### config.mk
export PLATFORM = sky130hd
export DESIGN_NAME = cexm_seq
export DESIGN_NICKNAME = d
export VERILOG_FILES = /design/src/rtl/cexm_pkg.sv /design/src/rtl/cexm_seq.sv
export VERILOG_INCLUDE_DIRS = /design/src /design/src/rtl
export SDC_FILE = /design/constraint.sdc
export NUM_CORES = 1
export LEC_CHECK = 0
export BUFFER_PORTS_ARGS = -buffer_cell sky130_fd_sc_hd__buf_2
export CAP_MARGIN = 25
export CORE_MARGIN = 3
export CORE_UTILIZATION = 49
export DETAILED_ROUTE_END_ITERATION = 10
export GPL_ROUTABILITY_DRIVEN = 0
export PLACE_DENSITY_LB_ADDON = 0.25
export SYNTH_ARGS = -nofsm -noshare
export SYNTH_HDL_FRONTEND = slang
export SYNTH_SLANG_ARGS = --single-unit
### constraint.sdc
create_clock -name clk -period 3.8 [get_ports clk]
set_input_delay 1.14 -clock clk [delete_from_list [all_inputs] [get_ports clk]]
set_output_delay 1.14 -clock clk [all_outputs]
set_load 0.01 [all_outputs]
### src/rtl/assert_macros.svh
// Assertion helpers for the RTL files; only cexm_seq.sv includes them.
`ifndef ASSERT_MACROS_SVH
`define ASSERT_MACROS_SVH

// Same-cycle implication, checked on every rising clock edge outside reset.
`define CEXM_ASSERT_IMP(label, ante, cons, msg) \
  label: assert property (@(posedge clk) disable iff (!rst_n) (ante) |-> (cons)) \
    else $error(msg);

// Next-cycle implication, checked on every rising clock edge outside reset.
`define CEXM_ASSERT_NEXT(label, ante, cons, msg) \
  label: assert property (@(posedge clk) disable iff (!rst_n) (ante) |=> (cons)) \
    else $error(msg);

`endif

### src/rtl/cexm_pkg.sv
package cexm_pkg;

  localparam int MAX_DIM = 8;

  localparam int IW      = $clog2(MAX_DIM);
  localparam int DEPTH_I = MAX_DIM * MAX_DIM * MAX_DIM * MAX_DIM;
  localparam int DEPTH_D = MAX_DIM * MAX_DIM;
  localparam int IAW     = $clog2(DEPTH_I);
  localparam int DAW     = $clog2(DEPTH_D);

  localparam int KIND_W  = 2;
  localparam int INDEX_W = 12;
  localparam int VALUE_W = 32;
  localparam int ROW_W   = 3;
  localparam int RES_W   = 48;
  localparam int ACC_W   = 64;
  localparam int CFG_W   = 4;
  localparam int FRAC_W  = 24;

  localparam logic [CFG_W-1:0] DIM_RESET = CFG_W'(8);

  typedef enum logic [KIND_W-1:0] {
    KIND_INT  = 2'd0,
    KIND_DEN  = 2'd1,
    KIND_COMP = 2'd2
  } kind_t;

  typedef enum logic [1:0] {
    ST_IDLE,
    ST_RUN,
    ST_DRAIN,
    ST_EMIT
  } seq_state_t;

  typedef struct packed {
    logic                     valid;
    logic [KIND_W-1:0]        kind;
    logic [INDEX_W-1:0]       index;
    logic signed [VALUE_W-1:0] value;
  } load_t;

  typedef struct packed {
    logic           valid;
    logic [IAW-1:0] iaddr_j;
    logic [IAW-1:0] iaddr_k;
    logic [DAW-1:0] daddr;
    logic           wj;
    logic           dbl;
  } rd_req_t;

  typedef struct packed {
    logic                      valid;
    logic signed [VALUE_W-1:0] data_j;
    logic signed [VALUE_W-1:0] data_k;
    logic signed [VALUE_W-1:0] data_d;
    logic                      wj;
    logic                      dbl;
  } rd_rsp_t;

  typedef struct packed {
    logic             valid;
    logic [ROW_W-1:0] row;
    logic [ROW_W-1:0] col;
    logic             last;
  } emit_t;

  function automatic logic [IAW-1:0] iaddr(input logic [IW-1:0] a, input logic [IW-1:0] b,
                                           input logic [IW-1:0] c, input logic [IW-1:0] d);
    int flat;
    flat = ((int'(a) * MAX_DIM + int'(b)) * MAX_DIM + int'(c)) * MAX_DIM + int'(d);
    return IAW'(flat);
  endfunction

  function automatic logic [DAW-1:0] daddr(input logic [IW-1:0] a, input logic [IW-1:0] b);
    int flat;
    flat = int'(a) * MAX_DIM + int'(b);
    return DAW'(flat);
  endfunction

endpackage

### src/rtl/cexm_seq.sv
`include "assert_macros.svh"

module cexm_seq (
  input  logic                         clk,
  input  logic                         rst_n,
  input  logic [cexm_pkg::CFG_W-1:0]   cfg_dim,
  input  logic                         start,
  input  logic                         pipe_busy,
  input  logic                         out_free,
  output logic                         idle,
  output cexm_pkg::rd_req_t            req,
  output cexm_pkg::emit_t              emit
);
  import cexm_pkg::*;

  seq_state_t    state_r, state_nxt;
  logic [IW-1:0] p_r, p_nxt;
  logic [IW-1:0] q_r, q_nxt;
  logic [IW-1:0] r_r, r_nxt;
  logic [IW-1:0] s_r, s_nxt;
  logic [IW-1:0] dim_m1;
  logic          is_last;

  always_comb begin
    if (cfg_dim == '0) begin
      dim_m1 = '0;
    end else if (cfg_dim > CFG_W'(MAX_DIM)) begin
      dim_m1 = IW'(MAX_DIM - 1);
    end else begin
      dim_m1 = IW'(cfg_dim - CFG_W'(1));
    end
  end

  assign is_last = (p_r == dim_m1) && (q_r == p_r);

  always_comb begin
    state_nxt   = state_r;
    p_nxt       = p_r;
    q_nxt       = q_r;
    r_nxt       = r_r;
    s_nxt       = s_r;
    idle        = 1'b0;
    req.valid   = 1'b0;
    req.iaddr_j = iaddr(p_r, q_r, r_r, s_r);
    req.iaddr_k = iaddr(p_r, r_r, q_r, s_r);
    req.daddr   = daddr(r_r, s_r);
    req.wj      = (s_r <= r_r);
    req.dbl     = (s_r < r_r);
    emit.valid  = 1'b0;
    emit.row    = ROW_W'(p_r);
    emit.col    = ROW_W'(q_r);
    emit.last   = is_last;
    case (state_r)
      ST_IDLE: begin
        idle = 1'b1;
        if (start) begin
          state_nxt = ST_RUN;
          p_nxt     = '0;
          q_nxt     = '0;
          r_nxt     = '0;
          s_nxt     = '0;
        end
      end
      ST_RUN: begin
        req.valid = 1'b1;
        if (s_r == dim_m1) begin
          s_nxt = '0;
          if (r_r == dim_m1) begin
            r_nxt     = '0;
            state_nxt = ST_DRAIN;
          end else begin
            r_nxt = r_r + IW'(1);
          end
        end else begin
          s_nxt = s_r + IW'(1);
        end
      end
      ST_DRAIN: begin
        if (!pipe_busy) begin
          state_nxt = ST_EMIT;
        end
      end
      ST_EMIT: begin
        if (out_free) begin
          emit.valid = 1'b1;
          if (is_last) begin
            state_nxt = ST_IDLE;
            p_nxt     = '0;
            q_nxt     = '0;
          end else begin
            state_nxt = ST_RUN;
            if (q_r == p_r) begin
              p_nxt = p_r + IW'(1);
              q_nxt = '0;
            end else begin
              q_nxt = q_r + IW'(1);
            end
          end
        end
      end
      default: begin
        state_nxt = ST_IDLE;
      end
    endcase
  end

  always_ff @(posedge clk) begin
    if (!rst_n) begin
      state_r <= ST_IDLE;
      p_r     <= '0;
      q_r     <= '0;
      r_r     <= '0;
      s_r     <= '0;
    end else begin
      state_r <= state_nxt;
      p_r     <= p_nxt;
      q_r     <= q_nxt;
      r_r     <= r_nxt;
      s_r     <= s_nxt;
    end
  end

  `CEXM_ASSERT_IMP(a_emit_slot_free, emit.valid, out_free, "emit while output slot is full")
  `CEXM_ASSERT_IMP(a_emit_drained, emit.valid, !pipe_busy, "emit before accumulation finished")
  `CEXM_ASSERT_NEXT(a_last_to_idle, emit.valid && emit.last, state_r == ST_IDLE, "no idle after last")
  `CEXM_ASSERT_IMP(a_col_le_row, emit.valid, emit.col <= emit.row, "column above row")

endmodule
==> summary.md, run 1 <==
| Metric | Value |
|---|---|
| Status | `complete, no violations` |
| Total GRT Usage | `17.27%` |
| Synthesized area | `1325 µm²` |
| # clock sinks | `14` |
| Pleak | `0.0007336 µW` |
| Syn_nets | `185` |
| I/O pin count | `51` |
| CTS tree | `yes` |
| Vias | `1,227` |
| Gr ovfl total | `0` |
| Largest net degree at the start of global routing | `14` |
| Syn avg cell area | `8.079 µm²` |
| Port bufs | `50` |
| Setup Crit Path Kind | `in -> out` |
| Max Cap Viol | `0` |
| Final period util | `97.11%` |
| RSZ-0062 raised after global routing | `no` |
| CTS Buf Count | `3` |
| Slew @ Worst Pin | `474.6 ps` |
| Core Box Area | `2522 µm²` |
| Final Util | `58.88%` |
| Critical-path maximum fanout | `6` |
| Flip-flop and latch count after synthesis | `14` |
| Dpl hpwl | `2423 µm` |
| Main area contributors after synthesis | `dfxtp_1, buf_4, ha_1` |
| Peak supply drop | `0.3216 mV` |
| Iteration-0 DRC Markers | `50` |
| Initial Util | `52.53%` |
| Worst Setup End Kind | `primary output` |
| Cell Count, Final, Fillers Out | `225` |
| DRC viols | `0` |
| H-tree levels | `1` |
| Fin worst setup slack | `109.7 ps` |
| Fraction of registers with async set/reset | `0%` |
| Die Area | `3364 µm²` |
| Synth warnings | `0` |
| Slew Limit Fails | `0` |
| Critical path launch point type | `input port` |
| Clock transition at the registers of the reported paths | `100 ps` |
| NumNets Final | `217` |
| Fmax | `271.0 MHz` |
| Row cnt | `18` |
| Req. time, crit path | `2660 ps` |
| Slew headroom | `68.02%` |
| Class of the worst hold path | `reg -> reg` |
| Pre-Repair DR Iteration Count | `4` |
| Placed cell count | `221` |
| Initial antenna violation count | `0` |
| Synth cell count leaders | `buf_4, inv_1, dfxtp_1, ha_1` |
| Clk buf depth | `2` |
| Ant. Diodes | `0` |
| Synth cell types | `45` |
| Drt total wl | `2988 µm` |
| Clock skew | `4.771 ps` |
| Final Hold Fails | `0` |
| Die height | `58 µm` |
| Die extent in x | `58 µm` |
| Prevailing post-synth register cell | `dfxtp_1` |
| Antenna viol nets, final | `0` |
| Root Buffer | `clkbuf_4` |
| Post-synth EDFFs | `0` |
| Data arrival, critical path | `2550 ps` |
| Final setup viols | `0` |
| Vias in the first global route | `1,070` |
| Post-synth top area cell | `dfxtp_1` |
| Layout area overhead | `12.09%` |
| Drt wl/cell | `13.28 µm` |
| Seq/Total Area, Yosys | `21.15%` |
| DP Worst Slack | `48.69 ps` |
| Fill cell count | `254` |
| Fin crit period | `3690 ps` |
| Mapped Cells | `164` |
| P per Cell Area | `422.5 nW/µm²` |
| CTS Hold Bufs | `0` |
| Layout cell share with drive strength beyond 1 | `32.82%` |
| Setup tns final | `0 ps` |
| Dominant cell by count in the synthesized netlist | `buf_4` |
| First-pass GRT wire length | `4602 µm` |
| Worst-Skew Late Latency | `290 ps` |
| Vias per inst | `5.453` |
| Share of the synthesized area in the top cell type | `21.15%` |
-- registers in the layout (all words and copies together), names as in the netlist --
register  cells
q_r           3
state_r       2
p_r           3
r_r           3
s_r           3
-- power by group --
| group | leakage (µW) | internal, µW | switching (µW) | total [µW] |
|---|---|---|---|---|
| Clock | 0.0000210 | 58.3 | 53.8 | 112 |
| Combinational | 0.000599 | 133 | 196 | 330 |
| Sequential | 0.000113 | 162 | 23.2 | 186 |
| Total | 0.000734 | 354 | 273 | 627 |
-- cell usage in the layout (no fill, tap or decap), types with 3 or more instances in the layout --
master and count:
nand4_1 4, buf_4 4, and2_1 3, nand2_1 6
inv_1 16, clkbuf_4 3, o21ai_0 5, a211oi_1 3
nand2b_1 4, nor2_1 8, buf_2 50, a21oi_1 8
a21boi_0 3, ha_1 11, xnor2_1 7, nor2b_1 3
nand3_1 6, dfxtp_1 14
-- worst paths after layout --
path / depth (start not counted) / endpoint / slack (ps) / from
min: 2 / p_r[2]$_SDFFE_PN0P_ / 570 / p_r[2]$_SDFFE_PN0P_
max: 8 / emit[0] / 110 / cfg_dim[0]
max reg2reg: 9 / p_r[2]$_SDFFE_PN0P_ / 1420 / state_r[0]$_SDFFE_PN0P_
min reg2reg: 2 / p_r[2]$_SDFFE_PN0P_ / 570 / p_r[2]$_SDFFE_PN0P_
-- routing by layer --
layer | part of all wire (%) | wire length [µm] | vias to the layer above | track usage, %
met3 | 5.4 | 161 | 4 | 3.563
li1 | - | - | 621 | -
met2 | 48 | 1433 | 40 | 29.03
met1 | 46 | 1374 | 562 | 22.57
met4 | 0.64 | 19 | 0 | 4.305
met5 | 0 | 0 | - | 0
-- critical path, cell delays in order --
cell	delay, ps
buf_2	70
inv_1	50
ha_2	210
nor2b_1	160
maj3_2	320
xnor2_1	150
nor4_1	270
buf_2	170
-- stage by stage --
step / total power (µW) / hold slack, ps / area (µm²)
finish: 627.5 / 569.1 / 1485
global route: 676.5 / 601.2 / 1485
CTS: 627.3 / 564.4 / 1483
detailed placement: 517.2 / 551.5 / 1446
global placement: 502.2 / 537.6 / 1446
floorplan: 436.9 / 511.1 / 1325
-- repair_timing --
| action | in CTS | in global routing |
|---|---|---|
| resized for setup | 0 | 1 |
| setup endpoints to repair | 0 | 1 |
| setup buffers | 0 | 0 |
-- logic make-up after synthesis --
| kind of cell | count (synthesis) | share of synthesized area, % |
|---|---|---|
| adders and majority gates | 14 | 13.03 |
| buffers and inverters | 43 | 19.36 |
| muxes | 3 | 2.455 |
| and+or+nand+nor | 42 | 17.47 |
| xor gates and xnor gates | 9 | 5.949 |
| DFF | 14 | 21.15 |
| AOI/OAI and AO/OA | 39 | 20.59 |
-- cell type report --
cell class              count  area, µm²  share of cell area, %
clock buffers               4      36.28                  2.443
inverters                  16      60.06                  4.044
multi-input cells         107      790.8                  53.24
flip-flops and latches     14      280.3                  18.87
well taps                  30      37.54                  2.527
repair buffers             54      280.3                  18.87
Power figures use the tool's default switching activity.
==> inputs of run 2 (changes only) <==
Settings changed: BUFFER_PORTS_ARGS -buffer_cell sky130_fd_sc_hd__buf_2 to -buffer_cell sky130_fd_sc_hd__clkbuf_2.
==> run 2 against run 1 <==
Effect of this change:
- critical path depth stayed put
- cell area down 1.1%
- cell count shrank 0.44%
- via count is 0.98% higher
- global-route usage is 1.0 points higher
- largest cell class unchanged
- highest routed layer unchanged
==> summary.md, run 2 (same netlist as run 1, synthesis figures left out) <==
| Metric | Value |
|---|---|
| Worst path bufs/invs | `3` |
| Antenna viol nets, final | `0` |
| Vias per inst | `5.531` |
| Slew Limit Fails | `0` |
| Pre-Repair DR Iteration Count | `5` |
| Sw Pwr | `269.6 µW` |
| Post-CTS setup repair buffer count | `0` |
| NumNets Final | `217` |
| Dpl hpwl | `2432 µm` |
| Combinational share of power | `54.4%` |
| Drt wl/cell | `13.38 µm` |
| Fin crit period | `3705 ps` |
| Setup tns final | `0 ps` |
| Die extent in x | `58 µm` |
| H-tree levels | `1` |
| Hold WS | `567.8 ps` |
| Post-CTS Resized | `0` |
| Cell Int Power | `331.5 µW` |
| Fmax | `269.9 MHz` |
| Layout area overhead | `10.86%` |
| Sw frac | `44.85%` |
| Req. time, crit path | `2660 ps` |
| Worst path cell trace | `clkbuf_2 > inv_1 > ha_1 > nor2b_1 > maj3_2 > xnor2_1 > nor4_1 > buf_2` |
| Largest net degree at the start of global routing | `14` |
| Post-placement cell area | `1446 µm²` |
| Pleak | `0.0006964 µW` |
| Max Cap Viol | `0` |
| Final Hold Fails | `0` |
| First-pass GRT wire length | `4912 µm` |
| Placed cell count | `221` |
| Class of the worst hold path | `reg -> reg` |
| Data arrival, critical path | `2570 ps` |
| Clock transition at the registers of the reported paths | `80 ps` |
| Final period util | `97.50%` |
| Die height | `58 µm` |
| Root Buffer | `clkbuf_4` |
| CP peak stage delay | `320 ps` |
| Iteration-0 DRC Markers | `52` |
| Layout cell share with drive strength beyond 1 | `31.96%` |
| Most frequent cells in the layout | `clkbuf_2, inv_1, dfxtp_1, ha_1` |
| Final instance area | `1469 µm²` |
| Setup Crit Path Kind | `in -> out` |
| CP max-delay cell | `maj3_2` |
| Worst-Skew Late Latency | `280 ps` |
| Fill cell count | `250` |
| Critical-path maximum fanout | `3` |
| Initial Util | `52.53%` |
| Commonest non-fill, non-tap cell in the layout | `clkbuf_2` |
| Clock skew | `1.926 ps` |
| P per Cell Area | `409.2 nW/µm²` |
| CTS tree | `yes` |
| # clock sinks | `14` |
| Reg power frac | `31.2%` |
| Delay-heaviest family, CP | `adder cells` |
| Vias in the first global route | `1,035` |
| Initial antenna violation count | `0` |
| Port bufs | `50` |
| Clock power share | `14.4%` |
| Peak supply drop | `0.4015 mV` |
| Final Util | `58.23%` |
| Final setup viols | `0` |
| Ant. Diodes | `0` |
| Critical path launch point type | `input port` |
| Row cnt | `18` |
| CTS Buf Count | `3` |
| Drt total wl | `2997 µm` |
| Slew @ Worst Pin | `437.1 ps` |
| Core Box Area | `2522 µm²` |
| Vias | `1,239` |
| Gr ovfl total | `0` |
| CTS Hold Bufs | `0` |
| DRC viols | `0` |
| Die Area | `3364 µm²` |
| Worst Setup End Kind | `primary output` |
| Total GRT Usage | `18.27%` |
| Status | `complete, no violations` |
| RSZ-0062 raised after global routing | `no` |
| I/O pin count | `51` |
| Cell Count, Final, Fillers Out | `224` |
| Slew headroom | `70.54%` |
| Clk buf depth | `2` |
-- run 2: cell count changes in the layout (fill, tap and decap cells not counted), sizes merged --
cell	delta
clkbuf	+48
buf	-49
-- run 2: per-layer routing --
metal  track usage (%)  share of wire [%]  wire length, µm  vias to the layer above
met2             29.52                 48             1445                       54
met4             2.980               0.83               25                        0
met1             25.78                 45             1334                      563
met3             3.341                6.4              191                        6
li1                  -                  -                -                      616
met5                 0                  0                0                        -
-- run 2: tightest hold or removal path: stages (launching register included) --
cell,delay (ps)
dfxtp_1,390
nand2_1,80
a21oi_1,60
-- run 2: final cells by class --
cell class	instances	area, µm²	area share (%)
tap	30	37.54	2.555
inverter	16	60.06	4.089
timing repair buffer	54	280.3	19.08
multi-input combinational	107	788.3	53.66
clock buffer	3	22.52	1.533
sequential	14	280.3	19.08
-- run 2: worst paths after layout --
check	startpoint	end	slack, ps	cells past startpoint
max	cfg_dim[0]	emit[0]	90	8
min	p_r[2]$_SDFFE_PN0P_	p_r[2]$_SDFFE_PN0P_	570	2
max reg2reg	state_r[0]$_SDFFE_PN0P_	p_r[2]$_SDFFE_PN0P_	1490	9
min reg2reg	p_r[2]$_SDFFE_PN0P_	p_r[2]$_SDFFE_PN0P_	570	2
-- run 2: through the flow --
step,power (µW),worst slack [ps]
after floorplan,436.9,203.3
after global placement,505.3,130.1
final,601.0,94.98
after detailed placement,519.1,75.13
after CTS,605.9,62.74
after global routing,658.0,8.423
-- run 2: power groups by stage --
stage	logic (µW)	registers [µW]	clock network (µW)
floorplan	249	188	0
global placement	315	190	0
detailed placement	328	191	0
CTS	330	188	88.4
global route	371	192	95.3
finish	327	188	86.3
